--- src/sv/haversine_distance_defines.svh ---
// Assertion macros shared by the haversine distance RTL.
// Depends on nothing; included by files that carry concurrent checks.
`ifndef HAVERSINE_DISTANCE_DEFINES_SVH
`define HAVERSINE_DISTANCE_DEFINES_SVH

// Same-cycle implication, disabled during reset.
`define HAV_ASSERT_NOW(label, clk, rst_n, ante, cons, msg) \
    label: assert property (@(posedge clk) disable iff (!rst_n) (ante) |-> (cons)) \
        else $error(msg);

// Next-cycle implication, disabled during reset.
`define HAV_ASSERT_NEXT(label, clk, rst_n, ante, cons, msg) \
    label: assert property (@(posedge clk) disable iff (!rst_n) (ante) |=> (cons)) \
        else $error(msg);

`endif

--- src/sv/hav_pkg.sv ---
// Types, constants and constant tables for the haversine distance pipeline.
// Depends on nothing; imported by the cells, the top level and the testbench.
package hav_pkg;

    localparam int CORDIC_STAGES = 24;
    localparam int SQRT_STAGES   = 31;
    localparam int CW            = 34;
    localparam int ZW            = 33;
    localparam int SQW           = 62;
    localparam int RADIUS_W      = 23;
    localparam int DIST_W        = 33;
    // input register, wrap, scale multiply, angle round, then the back end
    localparam int LAT = 4 + CORDIC_STAGES + 5 + SQRT_STAGES + CORDIC_STAGES + 2;

    localparam logic [63:0] PI_Q60      = 64'h3243F6A8885A308D;
    localparam logic [63:0] DEG2RAD_Q36 = (PI_Q60 + 64'd1509949440) / 64'd3019898880;
    localparam logic [30:0] DEG2RAD     = DEG2RAD_Q36[30:0];

    localparam logic signed [33:0] HALF_TURN    = 34'sd3019898880;
    localparam logic signed [33:0] FULL_TURN    = 34'sd6039797760;
    localparam logic [31:0]        HALF_TURN_U  = 32'd3019898880;
    localparam logic [31:0]        QUARTER_U    = 32'd1509949440;

    localparam logic signed [CW-1:0] GAIN_INV = CW'(32'h26DD3B6A);
    localparam logic signed [CW-1:0] ONE_Q30  = CW'(1073741824);
    localparam logic [60:0]          ONE_Q60  = 61'(1) << 60;
    localparam logic [RADIUS_W-1:0]  RADIUS_RESET = 23'd6378137;

    typedef struct packed {
        logic signed [CW-1:0] x;
        logic signed [CW-1:0] y;
        logic signed [ZW-1:0] z;
    } t_cordic;

    typedef struct packed {
        logic [SQW-1:0] rem;
        logic [SQW-1:0] res;
    } t_sqrt;

    // atan(2^-i) in Q30, rounded
    function automatic logic signed [ZW-1:0] atan_q30(input int i);
        logic signed [ZW-1:0] r;
        unique case (i)
            0:  r = ZW'(32'h3243F6A9);
            1:  r = ZW'(32'h1DAC6705);
            2:  r = ZW'(32'h0FADBAFD);
            3:  r = ZW'(32'h07F56EA7);
            4:  r = ZW'(32'h03FEAB77);
            5:  r = ZW'(32'h01FFD55C);
            6:  r = ZW'(32'h00FFFAAB);
            7:  r = ZW'(32'h007FFF55);
            8:  r = ZW'(32'h003FFFEB);
            9:  r = ZW'(32'h001FFFFD);
            10: r = ZW'(32'h00100000);
            default: begin
                if (i <= 30) r = ZW'(64'd1 << (30 - i));
                else if (i == 31) r = ZW'(1);
                else r = '0;
            end
        endcase
        return r;
    endfunction

    function automatic logic signed [31:0] clamp_unit(input logic signed [CW-1:0] v);
        logic signed [31:0] r;
        if (v > ONE_Q30) r = 32'(ONE_Q30);
        else if (v < -ONE_Q30) r = 32'(-ONE_Q30);
        else r = 32'(v);
        return r;
    endfunction

endpackage

--- src/sv/hav_cordic_cell.sv ---
// One CORDIC micro-rotation stage, rotation or vectoring mode.
// Depends on hav_pkg (t_cordic, widths).
module hav_cordic_cell import hav_pkg::*; (
    input  logic                 i_clk,
    input  logic                 i_en,
    input  logic                 i_vector,
    input  logic [5:0]           i_shift,
    input  logic signed [ZW-1:0] i_atan,
    input  t_cordic              i_d,
    output t_cordic              o_d
);

    logic signed [CW-1:0] w_x, w_y, w_dx, w_dy;
    logic signed [ZW-1:0] w_z;
    logic                 w_dir;
    t_cordic              n_d, r_d;

    assign w_x  = i_d.x;
    assign w_y  = i_d.y;
    assign w_z  = i_d.z;
    assign w_dx = w_y >>> i_shift;
    assign w_dy = w_x >>> i_shift;
    // rotation steers on the residual angle, vectoring drives y to zero
    assign w_dir = i_vector ? w_y[CW-1] : ~w_z[ZW-1];

    always_comb begin
        if (w_dir) begin
            n_d.x = w_x - w_dx;
            n_d.y = w_y + w_dy;
            n_d.z = w_z - i_atan;
        end else begin
            n_d.x = w_x + w_dx;
            n_d.y = w_y - w_dy;
            n_d.z = w_z + i_atan;
        end
    end

    always_ff @(posedge i_clk) begin
        if (i_en) r_d <= n_d;
    end

    assign o_d = r_d;

endmodule

--- config.mk ---
export PLATFORM = sky130hd
export DESIGN_NAME = hav_cordic_cell
export DESIGN_NICKNAME = d
export VERILOG_FILES = /design/src/sv/haversine_distance_defines.svh /design/src/sv/hav_pkg.sv /design/src/sv/hav_cordic_cell.sv
export SDC_FILE = /design/constraint.sdc
export NUM_CORES = 1
export LEC_CHECK = 0
export ABC_AREA = 1
export ABC_CLOCK_PERIOD_IN_PS = 5000
export BUFFER_PORTS_ARGS = -buffer_cell sky130_fd_sc_hd__buf_2
export CAP_MARGIN = 0
export CORE_UTILIZATION = 25
export CTS_BUF_LIST = sky130_fd_sc_hd__clkbuf_4 sky130_fd_sc_hd__clkbuf_8
export DETAILED_ROUTE_END_ITERATION = 8
export PLACE_DENSITY = 0.51
export SLEW_MARGIN = 25
export SYNTH_ARGS = -nofsm -noshare
export SYNTH_HDL_FRONTEND = slang
export SYNTH_SLANG_ARGS = --single-unit
--- constraint.sdc ---
create_clock -name i_clk -period 5 [get_ports i_clk]
set_clock_uncertainty 0.1 [all_clocks]
set_input_delay 0.5 -clock i_clk [delete_from_list [all_inputs] [get_ports i_clk]]
set_output_delay 0.5 -clock i_clk [all_outputs]
set_load 0.005 [all_outputs]
==> run summary <==
Status -> finished clean
CTS tree -> done
Crit path to -> o_d[64]
Critical Path Stages -> 32
CP required -> 5.12 ns
Routed Wire Length -> 58930 um
Cell variety after synth -> 43
IO Port Bufs -> 243
Pint -> 0.002664 W
Initial core utilization -> 25.23%
Drt pass-1 iters -> 5
Die X -> 245.8 um
Register area share after synthesis -> 20.40%
H-tree depth -> 3
Area after DPL -> 17740 um2
Starting DRT DRC Count -> 1426
Synth area leaders -> edfxtp_1 (20%), nand2_1 (17%), nand3_1 (15%), ha_1 (8.5%), xor2_1 (6.8%)
Post-DP HPWL -> 49810 um
Dominant synthesized flop cell -> edfxtp_1
Post-synthesis cell area -> 14860 um2
Post-synth net total -> 2627
Largest net degree at the start of global routing -> 81
Die height -> 245.8 um
WP buf/inv -> 8
Yosys warning total -> 0
Io pins -> 244
CP Max Fanout -> 23
TritonCTS Buffers -> 9
Maximum achievable frequency -> 219.8 MHz
WS Path Type -> primary input to register
Avg Cell Area, Syn -> 6.245 um2
Final Hold Vio Count -> 0
CP Capture Type -> register
FF+latch count, synth -> 101
Lkg Pwr -> 8.874 nW
Post-synth EDFFs -> 101
Max Slew Vio Count -> 0
Max_cap viols -> 0
Top cell family by delay on the critical path -> simple AND/OR/NAND/NOR gates
Setup bufs post-CTS -> 0
Residual DRC -> 0
Clk pin slew, worst setup/hold paths -> 0.11 ns
Slew at the pin closest to its max-slew limit -> 0.7875 ns
Overall Global Routing Usage -> 19.09%
Final #Nets -> 2918
Total global routing overflow -> 0
Drt wl/cell -> 17.07 um
Critical path arrival -> 4.67 ns
Area grow syn2layout -> 20.82%
Worst path max stage delay -> 0.31 ns
Core footprint -> 58910 um2
Period minus WS final -> 4.550 ns
TNS Setup -> 0 ns
# setup viols final -> 0
Post-route ant nets -> 0
Die area -> 60440 um2
Clk pwr share -> 13.1%
Cell taking the most area after synthesis -> edfxtp_1
Peak supply drop -> 0.1323 mV
Final GP Congestion -> 0.9502
CP max stage cell -> ha_1
Register share of total power -> 28.2%
PwrDens -> 264.6 nW/um2
# rows -> 89
Max-slew headroom -> 47.12%
Hold buffer count at cts -> 0
CP Launch Type -> primary input
Comb pwr share -> 58.7%
Vias -> 16.89k
Global-route wire length before repair -> 88710 um
Post-cts gate resize count -> 0
Avg Vias per Cell -> 4.893
Root buf cell -> clkbuf_8
Switching power -> 0.002089 W
Max reg flops -> 101
Async SR Flop Fraction -> 0%
Switching Fraction -> 43.95%
Max Buffers Root-to-Sink -> 2
CP Launch Point -> i_shift[0]
Ratio of cells with drive above 1 in the final layout -> 16.86%
Design Area, Final -> 17960 um2
Type of the worst min-delay path -> primary input to register
Top-area cell type share of the netlist area -> 20.40%
Mapped Cells -> 2380
Unrepaired setup endpoints after global routing -> false
Clock sinks -> 101
Hold Crit Start -> i_d[33]
Vias in the first global route -> 15.58k
Fin crit share -> 90.99%
Initial antenna violation count -> 9
## cell type report
cell class / instances / area, um2
timing repair buffer: 364 / 2315
sequential: 101 / 3033
clock inverter: 6 / 86.33
multi-input combinational: 1983 / 10630
inverter: 212 / 795.8
fill: 6604 / 40950
tap: 773 / 967.2
clock buffer: 9 / 123.9
antenna: 4 / 10.01
## power groups by stage
| stage | combinational, W | clock, W | sequential (W) |
|---|---|---|---|
| final | 0.00279 | 0.000621 | 0.00134 |
| after floorplan | 0.00167 | 0 | 0.00138 |
| after CTS | 0.00280 | 0.000657 | 0.00135 |
| after global placement | 0.00280 | 0 | 0.00136 |
| after global routing | 0.00312 | 0.000679 | 0.00137 |
| after detailed placement | 0.00279 | 0 | 0.00137 |
## metrics by stage
step | worst slack [ns] | total power, W | hold WS [ns] | cells | util (%)
final | 0.4503 | 0.004753 | 0.2592 | 3452 | 30.49
after global placement | 0.09617 | 0.004160 | 0.7390 | 3433 | 30.11
after global routing | 0.03039 | 0.005164 | 0.2435 | 3449 | 30.48
after CTS | 0.5634 | 0.004804 | 0.2263 | 3448 | 30.47
after detailed placement | 0.04398 | 0.004155 | 0.7345 | 3433 | 30.11
after floorplan | 0.4484 | 0.003054 | 0.5125 | 2380 | -
## worst min path at each step
stage / depth (start not counted) / to
finish: 2 / o_d[33]
global placement: 2 / o_d[33]
detailed placement: 2 / o_d[33]
CTS: 2 / o_d[33]
floorplan: 0 / o_d[0]
global route: 2 / o_d[33]
## routing by layer
metal / track usage (%) / share of wire, % / wire length [um] / vias up
met3: 2.434 / 5.4 / 3204 / 62
li1: - / - / - / 8598
met4: 5.535 / 2.1 / 1260 / 6
met5: 0 / 0.063 / 37 / -
met1: 25.63 / 46 / 27100 / 7706
met2: 31.69 / 46 / 27330 / 518
## Yosys cell counts (8+ instances only)
cell	instances
nand4_1	27
xor2_1	116
nor3_1	24
edfxtp_1	101
xnor2_1	43
nand2_1	664
nand3_1	453
a21o_1	14
clkbuf_1	33
o21ai_0	66
o21ai_1	11
nor2_2	21
nor2_4	8
inv_1	204
buf_2	27
nor4_1	10
ha_1	101
buf_1	14
nor2_1	203
a21oi_1	127
nand3_2	11
o211ai_1	12
nand2_2	17
a31oi_1	11
## placed cells by master (no fill, tap or decap), types with 101 or more instances in the layout
cell,n
nand2_1,663
nand3_1,453
inv_1,203
buf_4,107
buf_2,242
xor2_1,116
nor2_1,202
a21oi_1,127
edfxtp_1,101
ha_1,101
## cell families after synthesis
family,count (synthesis),share of synthesized area [%]
buffers and inverters,296,8.157
DFF,101,20.40
AOI/OAI and AO/OA,271,10.19
adders and majority gates,104,8.906
and+or+nand+nor,1449,42.98
xor gates and xnor gates,159,9.369
(Power assumes the default switching activity.)
