--- config.mk ---
export PLATFORM = sky130hd
export DESIGN_NAME = hav_sqrt_cell
export DESIGN_NICKNAME = d
export VERILOG_FILES = /design/src/sv/haversine_distance_defines.svh /design/src/sv/hav_pkg.sv /design/src/sv/hav_sqrt_cell.sv
export SDC_FILE = /design/constraint.sdc
export NUM_CORES = 1
export LEC_CHECK = 0
export BUFFER_PORTS_ARGS = -buffer_cell sky130_fd_sc_hd__buf_2
export CORE_MARGIN = 3
export CORE_UTILIZATION = 52
export CTS_CLUSTER_DIAMETER = 100
export DETAILED_ROUTE_END_ITERATION = 8
export GPL_TIMING_DRIVEN = 0
export PLACE_DENSITY = 0.79
export SYNTH_ARGS = -nofsm -noshare
export SYNTH_HDL_FRONTEND = slang
export SYNTH_SLANG_ARGS = --single-unit
--- constraint.sdc ---
create_clock -name i_clk -period 7.4 [get_ports i_clk]
set_input_delay 2.22 -clock i_clk [delete_from_list [all_inputs] [get_ports i_clk]]
set_output_delay 2.22 -clock i_clk [all_outputs]
set_load 0.005 [all_outputs]
--- src/sv/haversine_distance_defines.svh ---
// Assertion macros shared by the haversine distance RTL.
// Depends on nothing; included by files that carry concurrent checks.
`ifndef HAVERSINE_DISTANCE_DEFINES_SVH
`define HAVERSINE_DISTANCE_DEFINES_SVH

// Same-cycle implication, disabled during reset.
`define HAV_ASSERT_NOW(label, clk, rst_n, ante, cons, msg) \
    label: assert property (@(posedge clk) disable iff (!rst_n) (ante) |-> (cons)) \
        else $error(msg);

// Next-cycle implication, disabled during reset.
`define HAV_ASSERT_NEXT(label, clk, rst_n, ante, cons, msg) \
    label: assert property (@(posedge clk) disable iff (!rst_n) (ante) |=> (cons)) \
        else $error(msg);

`endif

--- src/sv/hav_pkg.sv ---
// Types, constants and constant tables for the haversine distance pipeline.
// Depends on nothing; imported by the cells, the top level and the testbench.
package hav_pkg;

    localparam int CORDIC_STAGES = 24;
    localparam int SQRT_STAGES   = 31;
    localparam int CW            = 34;
    localparam int ZW            = 33;
    localparam int SQW           = 62;
    localparam int RADIUS_W      = 23;
    localparam int DIST_W        = 33;
    // input register, wrap, scale multiply, angle round, then the back end
    localparam int LAT = 4 + CORDIC_STAGES + 5 + SQRT_STAGES + CORDIC_STAGES + 2;

    localparam logic [63:0] PI_Q60      = 64'h3243F6A8885A308D;
    localparam logic [63:0] DEG2RAD_Q36 = (PI_Q60 + 64'd1509949440) / 64'd3019898880;
    localparam logic [30:0] DEG2RAD     = DEG2RAD_Q36[30:0];

    localparam logic signed [33:0] HALF_TURN    = 34'sd3019898880;
    localparam logic signed [33:0] FULL_TURN    = 34'sd6039797760;
    localparam logic [31:0]        HALF_TURN_U  = 32'd3019898880;
    localparam logic [31:0]        QUARTER_U    = 32'd1509949440;

    localparam logic signed [CW-1:0] GAIN_INV = CW'(32'h26DD3B6A);
    localparam logic signed [CW-1:0] ONE_Q30  = CW'(1073741824);
    localparam logic [60:0]          ONE_Q60  = 61'(1) << 60;
    localparam logic [RADIUS_W-1:0]  RADIUS_RESET = 23'd6378137;

    typedef struct packed {
        logic signed [CW-1:0] x;
        logic signed [CW-1:0] y;
        logic signed [ZW-1:0] z;
    } t_cordic;

    typedef struct packed {
        logic [SQW-1:0] rem;
        logic [SQW-1:0] res;
    } t_sqrt;

    // atan(2^-i) in Q30, rounded
    function automatic logic signed [ZW-1:0] atan_q30(input int i);
        logic signed [ZW-1:0] r;
        unique case (i)
            0:  r = ZW'(32'h3243F6A9);
            1:  r = ZW'(32'h1DAC6705);
            2:  r = ZW'(32'h0FADBAFD);
            3:  r = ZW'(32'h07F56EA7);
            4:  r = ZW'(32'h03FEAB77);
            5:  r = ZW'(32'h01FFD55C);
            6:  r = ZW'(32'h00FFFAAB);
            7:  r = ZW'(32'h007FFF55);
            8:  r = ZW'(32'h003FFFEB);
            9:  r = ZW'(32'h001FFFFD);
            10: r = ZW'(32'h00100000);
            default: begin
                if (i <= 30) r = ZW'(64'd1 << (30 - i));
                else if (i == 31) r = ZW'(1);
                else r = '0;
            end
        endcase
        return r;
    endfunction

    function automatic logic signed [31:0] clamp_unit(input logic signed [CW-1:0] v);
        logic signed [31:0] r;
        if (v > ONE_Q30) r = 32'(ONE_Q30);
        else if (v < -ONE_Q30) r = 32'(-ONE_Q30);
        else r = 32'(v);
        return r;
    endfunction

endpackage

--- src/sv/hav_sqrt_cell.sv ---
// One digit step of a restoring integer square root.
// Depends on hav_pkg (t_sqrt, SQW).
module hav_sqrt_cell import hav_pkg::*; (
    input  logic           i_clk,
    input  logic           i_en,
    input  logic [SQW-1:0] i_bit,
    input  t_sqrt          i_d,
    output t_sqrt          o_d
);

    logic [SQW-1:0] w_sum;
    t_sqrt          n_d, r_d;

    assign w_sum = i_d.res + i_bit;

    always_comb begin
        if (i_d.rem >= w_sum) begin
            n_d.rem = i_d.rem - w_sum;
            n_d.res = (i_d.res >> 1) + i_bit;
        end else begin
            n_d.rem = i_d.rem;
            n_d.res = i_d.res >> 1;
        end
    end

    always_ff @(posedge i_clk) begin
        if (i_en) r_d <= n_d;
    end

    assign o_d = r_d;

endmodule

==> results.json, run 1 <==
{
  "cts_tree": "done",
  "seq_area_sq_um": 3724,
  "max_freq_mhz": 135.5,
  "drcViolationCount": 0,
  "synth_area_sq_um": 16190,
  "cts_root_buf": "clkbuf_16",
  "avgViaCountPerCell": 6.122,
  "p_total_w": 0.004897,
  "cp_max_fo": 8,
  "netlist_instances": 1871,
  "syn_to_final_growth_pct": 22.36,
  "drtPass1Iterations": 8,
  "period_share_pct": 99.75,
  "cts_max_level": 4,
  "required_ns": 7.59,
  "critical_path_arrival_ns": 7.57,
  "core_region_area_sq_um": 30190,
  "ys_warn_count": 0,
  "track_usage_pct": 30.90,
  "hold_violations": 0,
  "wl_per_cell_um": 20.95,
  "worst_setup_path_start_kind": "input port",
  "drtIter0Drc": 1900,
  "synth.net_count": 2246,
  "grt_max_degree": 95,
  "layout.nets": 2613,
  "hold_path_end": "o_d[121]",
  "nFillCells": 2535,
  "utilization_pct": 65.60,
  "ys_types": 88,
  "multiInputGateArea_sq_um": 12070,
  "period_needed_ns": 7.381,
  "min_path_cells": 3,
  "rsz0062_at_grt": "yes",
  "initial_core_util_pct": 53.61,
  "drive_gt1_share_pct": 30.06,
  "status": "completed",
  "clkSinkCount": 124,
  "ys_ff_latch": 124,
  "cts.hold.buffers_added": 0,
  "clockBufferDepth": 2,
  "vias": 16200,
  "path_clk_slew_ns": 0.07,
  "grt_pass1_wl_mm": 81.79,
  "hpwl_mm": 42.71,
  "overflow": 0,
  "worstSetupPathType": "in2reg",
  "synthFlopType": "edfxtp_1",
  "p_leak_nw": 8.705,
  "synth.avg_cell_area_sq_um": 8.651,
  "setup_violations": 0,
  "gp_congestion": 1.029,
  "route.antenna.remaining_nets": 0,
  "relSlewSlack_pct": 59.17,
  "wirelength_mm": 55.44,
  "grt_pass1_vias": 14800,
  "io_pins": 312,
  "min_from": "i_d[121]",
  "maxSlewViolCount": 0,
  "die_area_sq_um": 33280,
  "synth_enable_flop_cells": 124,
  "ys_seq_area_share_pct": 23.01,
  "placement_rows": 63,
  "drv_cap": 0,
  "async_flop_share_pct": 0,
  "crit_path_end_kind": "register",
  "portBuffers": 311,
  "largest_reg_flops": 124,
  "p_per_area_nw_per_um2": 247.3,
  "fp.dieH_um": 182.4,
  "antenna_found_initial": 7,
  "hold_class": "in2reg",
  "cts_buffers": 17,
  "vdd_drop_max_v": 0.0001299,
  "worst_pin_slew_ns": 0.6068,
  "dieWidth_um": 182.4
}
per-layer routing:
metal	up-vias	wire (um)	global-route usage (%)	part of all wire, %
met1	7564	24970	45.84	45
li1	7691	-	-	-
met5	-	0	0	0
met2	822	24270	47.04	44
met4	0	1568	7.861	2.8
met3	123	4627	4.724	8.3
synth_stat cells, drive strengths merged, types with 4 or more instances:
library cell	number	area, sq um
o22ai	4	31.28
o21ai	134	685.7
nor2b	28	175.2
and2	11	68.82
nand2b	21	131.4
o221ai	4	35.03
clkbuf	44	165.2
a21boi	6	48.80
nand2	177	664.4
nor2	180	1201
a41oi	5	43.79
a31oi	21	158.9
buf	29	334.1
a211o	5	43.79
ha	184	2302
xor2	77	674.4
nor4	9	56.30
a21o	110	825.8
xnor2	93	814.5
o211ai	13	107.6
a221o	6	60.06
or3	5	31.28
inv	67	251.5
and4	5	43.79
a31o	5	52.55
o31a	5	43.79
o211a	4	40.04
o21bai	23	172.7
o31ai	16	130.1
nand4	39	244.0
nand3	26	130.1
nor3	21	105.1
a21oi	281	1755
or2	7	43.80
a311o	4	50.05
and3	10	62.56
a211oi	10	85.08
edfxtp	124	3724
a221oi	6	58.80
o21a	16	121.4
a311oi	4	41.29
layout by cell type, fill, tap and decap left out, types with 18 or more instances in the layout:
master / Yosys / final
o21ai_0: 91 / 85
buf_4: 1 / 37
a21oi_1: 190 / 181
ha_1: 184 / 165
clkbuf_16: 0 / 25
nand4_1: 39 / 39
a21oi_2: 90 / 98
buf_2: 7 / 310
nor2_1: 110 / 105
nand3_1: 26 / 24
clkbuf_1: 44 / 37
o21bai_1: 23 / 23
xnor2_1: 93 / 92
a31oi_1: 18 / 18
edfxtp_1: 124 / 124
xor2_1: 77 / 77
nand2_1: 177 / 172
o21ai_1: 41 / 43
a21o_1: 110 / 110
nor3_1: 21 / 18
nor2_4: 70 / 72
nor2b_1: 28 / 27
nand2b_1: 21 / 21
inv_1: 67 / 65
power breakdown:
part,switching [W],internal [W]
Clock,0.000350,0.000558
Combinational,0.00170,0.00122
Sequential,0.0000456,0.00102
layout make-up:
class                      instances  share of cell area, %
clock inverter                    12                 0.8782
tap                              390                  2.464
antenna                            7                0.08845
sequential                       124                  18.80
clock buffer                      18                  2.167
timing repair buffer             356                  10.53
inverter                          67                  1.270
buffer                            65                  2.843
multi-input combinational       1607                  60.96
per-stage QoR:
stage | instances | setup TNS [ns] | setup slack [ns] | hold slack (ns) | area [sq um]
floorplan | 1871 | 0 | 0.1131 | 2.333 | 16190
global placement | 2572 | -161.45 | -1.466 | 2.535 | 18230
detailed placement | 2573 | -175.26 | -1.551 | 2.534 | 18260
CTS | 2612 | 0 | 0.003615 | 2.079 | 19070
global route | 2646 | -14.42 | -0.2004 | 2.094 | 19800
finish | 2646 | 0 | 0.01879 | 2.103 | 19800
cell families (layout without fill, tap and decap cells):
kind of cell    Yosys count  after routing  share of synthesized area, %
other cells               0              7                             0
compound gates          703            703                         29.85
buf+inv                 140            518                         4.638
simple gates            545            545                         18.58
fa+ha+maj               187            187                         14.59
flops                   124            124                         23.01
mux                       2              2                        0.1237
xor+xnor                170            170                         9.199
repair_timing:
action / in CTS / in global routing
cloned: 0 / 8
endpoints found under the setup margin: 124 / 124
gates resized for setup: 33 / 85
setup buffers: 11 / 25
pin swaps: 12 / 48
worst max path at each step:
stage	start	endpoint	slack, ns	cells after the start
floorplan	i_bit[0]	o_d[81]	0.11	29
global placement	i_bit[0]	o_d[64]	-1.47	26
detailed placement	i_bit[0]	o_d[18]	-1.55	28
CTS	i_bit[0]	o_d[63]	0.004	30
global route	i_bit[8]	o_d[96]	-0.20	27
finish	i_bit[8]	o_d[96]	0.02	27
critical path, cell delays in order:
cell	delay, ns
buf_2	0.12
ha_1	0.36
nor3_1	0.28
nor4b_2	0.09
or2_2	0.30
o211ai_1	0.19
o21ai_2	0.13
nand3_1	0.09
o211ai_1	0.10
a21oi_2	0.18
nor2_1	0.08
a221oi_2	0.27
xor2_1	0.29
ha_2	0.38
a21oi_2	0.15
nand2_1	0.10
a221oi_2	0.25
a21boi_2	0.24
o221ai_2	0.11
a31o_4	0.25
a31oi_4	0.19
o211ai_2	0.16
a311o_4	0.48
clkbuf_16	0.23
clkbuf_16	0.18
nor2_4	0.10
a21oi_2	0.04
(Power assumes the default switching activity.)
==> run 2: changes to the inputs <==
Settings changed: CORE_UTILIZATION 52 to 63, PLACE_DENSITY 0.79 to 0.89.
Clock period 7.4 ns to 8.7 ns, I/O delays scaled along.
==> run 2 against run 1 <==
Against the previous run: the run now ends with DRC left; critical path depth is 2 higher; clock power is 8.0% lower; wire length is 2.5% lower; critical path type unchanged.
==> results.json, run 2 (synthesis gave the netlist of run 1 again) <==
{
  "die_area_sq_um": 27650,
  "setup_violations": 0,
  "worst_setup_path_start_kind": "input port",
  "hpwl_mm": 43.20,
  "dieWidth_um": 166.3,
  "min_from": "i_d[121]",
  "hold_path_end": "o_d[121]",
  "clkSinkCount": 124,
  "antenna_found_initial": 8,
  "hold_violations": 0,
  "worstSetupPathType": "in2reg",
  "period_share_pct": 97.70,
  "utilization_pct": 75.24,
  "nFillCells": 1900,
  "route.antenna.remaining_nets": 0,
  "worst_pin_slew_ns": 0.6171,
  "place_ws_ns": -0.6161,
  "status": "complete, but fails checks",
  "cpPeakStageDelay_ns": 0.40,
  "violations": "DRC",
  "grt_pass1_wl_mm": 83.45,
  "period_needed_ns": 8.500,
  "critPathMostFrequentCell": "nor2_1",
  "vias": 16400,
  "cts_root_buf": "clkbuf_16",
  "dpl_cell_area_sq_um": 18190,
  "fin_ws_ns": 0.2001,
  "cts_tree": "done",
  "drive_gt1_share_pct": 26.03,
  "track_usage_pct": 37.23,
  "largest_reg_flops": 124,
  "cts_buffers": 17,
  "drv_cap": 0,
  "drcViolationCount": 2,
  "syn_to_final_growth_pct": 17.06,
  "avgViaCountPerCell": 6.418,
  "required_ns": 8.93,
  "slowest_stage": "fa_1",
  "rsz0062_at_grt": "no",
  "hold_slack_ns": 2.480,
  "final_common_cell": "buf_2",
  "hold_class": "in2reg",
  "wl_per_cell_um": 21.15,
  "max_freq_mhz": 117.6,
  "crit_path_end_kind": "register",
  "gp_congestion": 1.019,
  "overflow": 0,
  "setup_tns_ns": 0,
  "core_region_area_sq_um": 25180,
  "io_pins": 312,
  "layout.nets": 2579,
  "stdcell_area_sq_um": 18950,
  "clockBufferDepth": 2,
  "cts_max_level": 4,
  "wirelength_mm": 54.04,
  "mostFrequentLayoutCells": "314 x buf_2, 189 x a21oi_1, 184 x ha_1, 177 x nand2_1, 124 x edfxtp_1",
  "maxSlewViolCount": 0,
  "p_per_area_nw_per_um2": 213.5,
  "relSlewSlack_pct": 58.68,
  "portBuffers": 311,
  "vdd_drop_max_v": 0.0002047,
  "grt_pass1_vias": 15420,
  "drtIter0Drc": 1884,
  "drtPass1Iterations": 8,
  "min_path_cells": 3,
  "path_clk_slew_ns": 0.08,
  "initial_core_util_pct": 64.28,
  "p_leak_nw": 8.432,
  "placement_rows": 58,
  "cp_max_fo": 10,
  "grt_max_degree": 74,
  "fp.dieH_um": 166.3,
  "critical_path_arrival_ns": 8.73
}
run 2: cell types whose count changed in the layout (fill, tap and decap cells not counted), moves of 7 or more:
cell       before  now
buf_4          37    2
ha_1          165  184
a21oi_2        98   91
ha_2           14    0
clkbuf_16      25   17
a21oi_1       181  189
run 2: where the power goes:
part           internal, W  total [W]  switching, W  leakage (nW)
registers         0.000870   0.000911     0.0000414          1.22
clock network     0.000494   0.000835      0.000341         0.317
logic             0.000904    0.00230       0.00140          6.90
run 2: worst max-delay path by stage:
stage,startpoint,to,slack (ns)
after floorplan,i_bit[0],o_d[81],1.02
after global placement,i_bit[0],o_d[64],-0.54
after detailed placement,i_bit[0],o_d[64],-0.62
after CTS,i_bit[0],o_d[16],0.02
after global routing,i_bit[0],o_d[95],0.02
final,i_bit[0],o_d[95],0.20
run 2: final cells by class:
type | instances | area, sq um | area share (%)
diodes | 8 | 20.02 | 0.1057
plain buffers | 73 | 513.0 | 2.708
clock buffers | 17 | 425.4 | 2.245
clock inverters | 15 | 225.2 | 1.189
inverters | 67 | 251.5 | 1.327
multi-input cells | 1607 | 11770 | 62.12
flip-flops and latches | 124 | 3724 | 19.65
well taps | 330 | 412.9 | 2.179
repair buffers | 314 | 1605 | 8.473
run 2: critical path, delay by kind of cell:
family	cells	cell delay, ns
adder cells (fa/ha/maj)	3	0.91
AND/OR/NAND/NOR	8	1.21
XOR/XNOR	1	0.22
AO/OA/AOI/OAI	11	2.68
buffers and inverters	6	1.12
run 2: stage by stage:
| step | total power, W | instances |
|---|---|---|
| after global routing | 0.004258 | 2555 |
| after detailed placement | 0.003137 | 2513 |
| after global placement | 0.003075 | 2512 |
| final | 0.004046 | 2555 |
| after floorplan | 0.002485 | 1871 |
| after CTS | 0.003982 | 2545 |
run 2: what timing repair did:
item                                    in CTS  in global routing
pin swaps                                    0                  2
setup buffers                                0                  2
endpoints found under the setup margin     124                124
resized for setup                            2                 15
endpoints found under the hold margin        0                  0
hold buffers                                 0                  0
run 2: layer usage:
metal | GRT usage, % | routed length [um]
met1 | 54.06 | 23230
met2 | 55.64 | 22720
met3 | 6.617 | 5929
met4 | 13.92 | 2158
met5 | 0 | 0
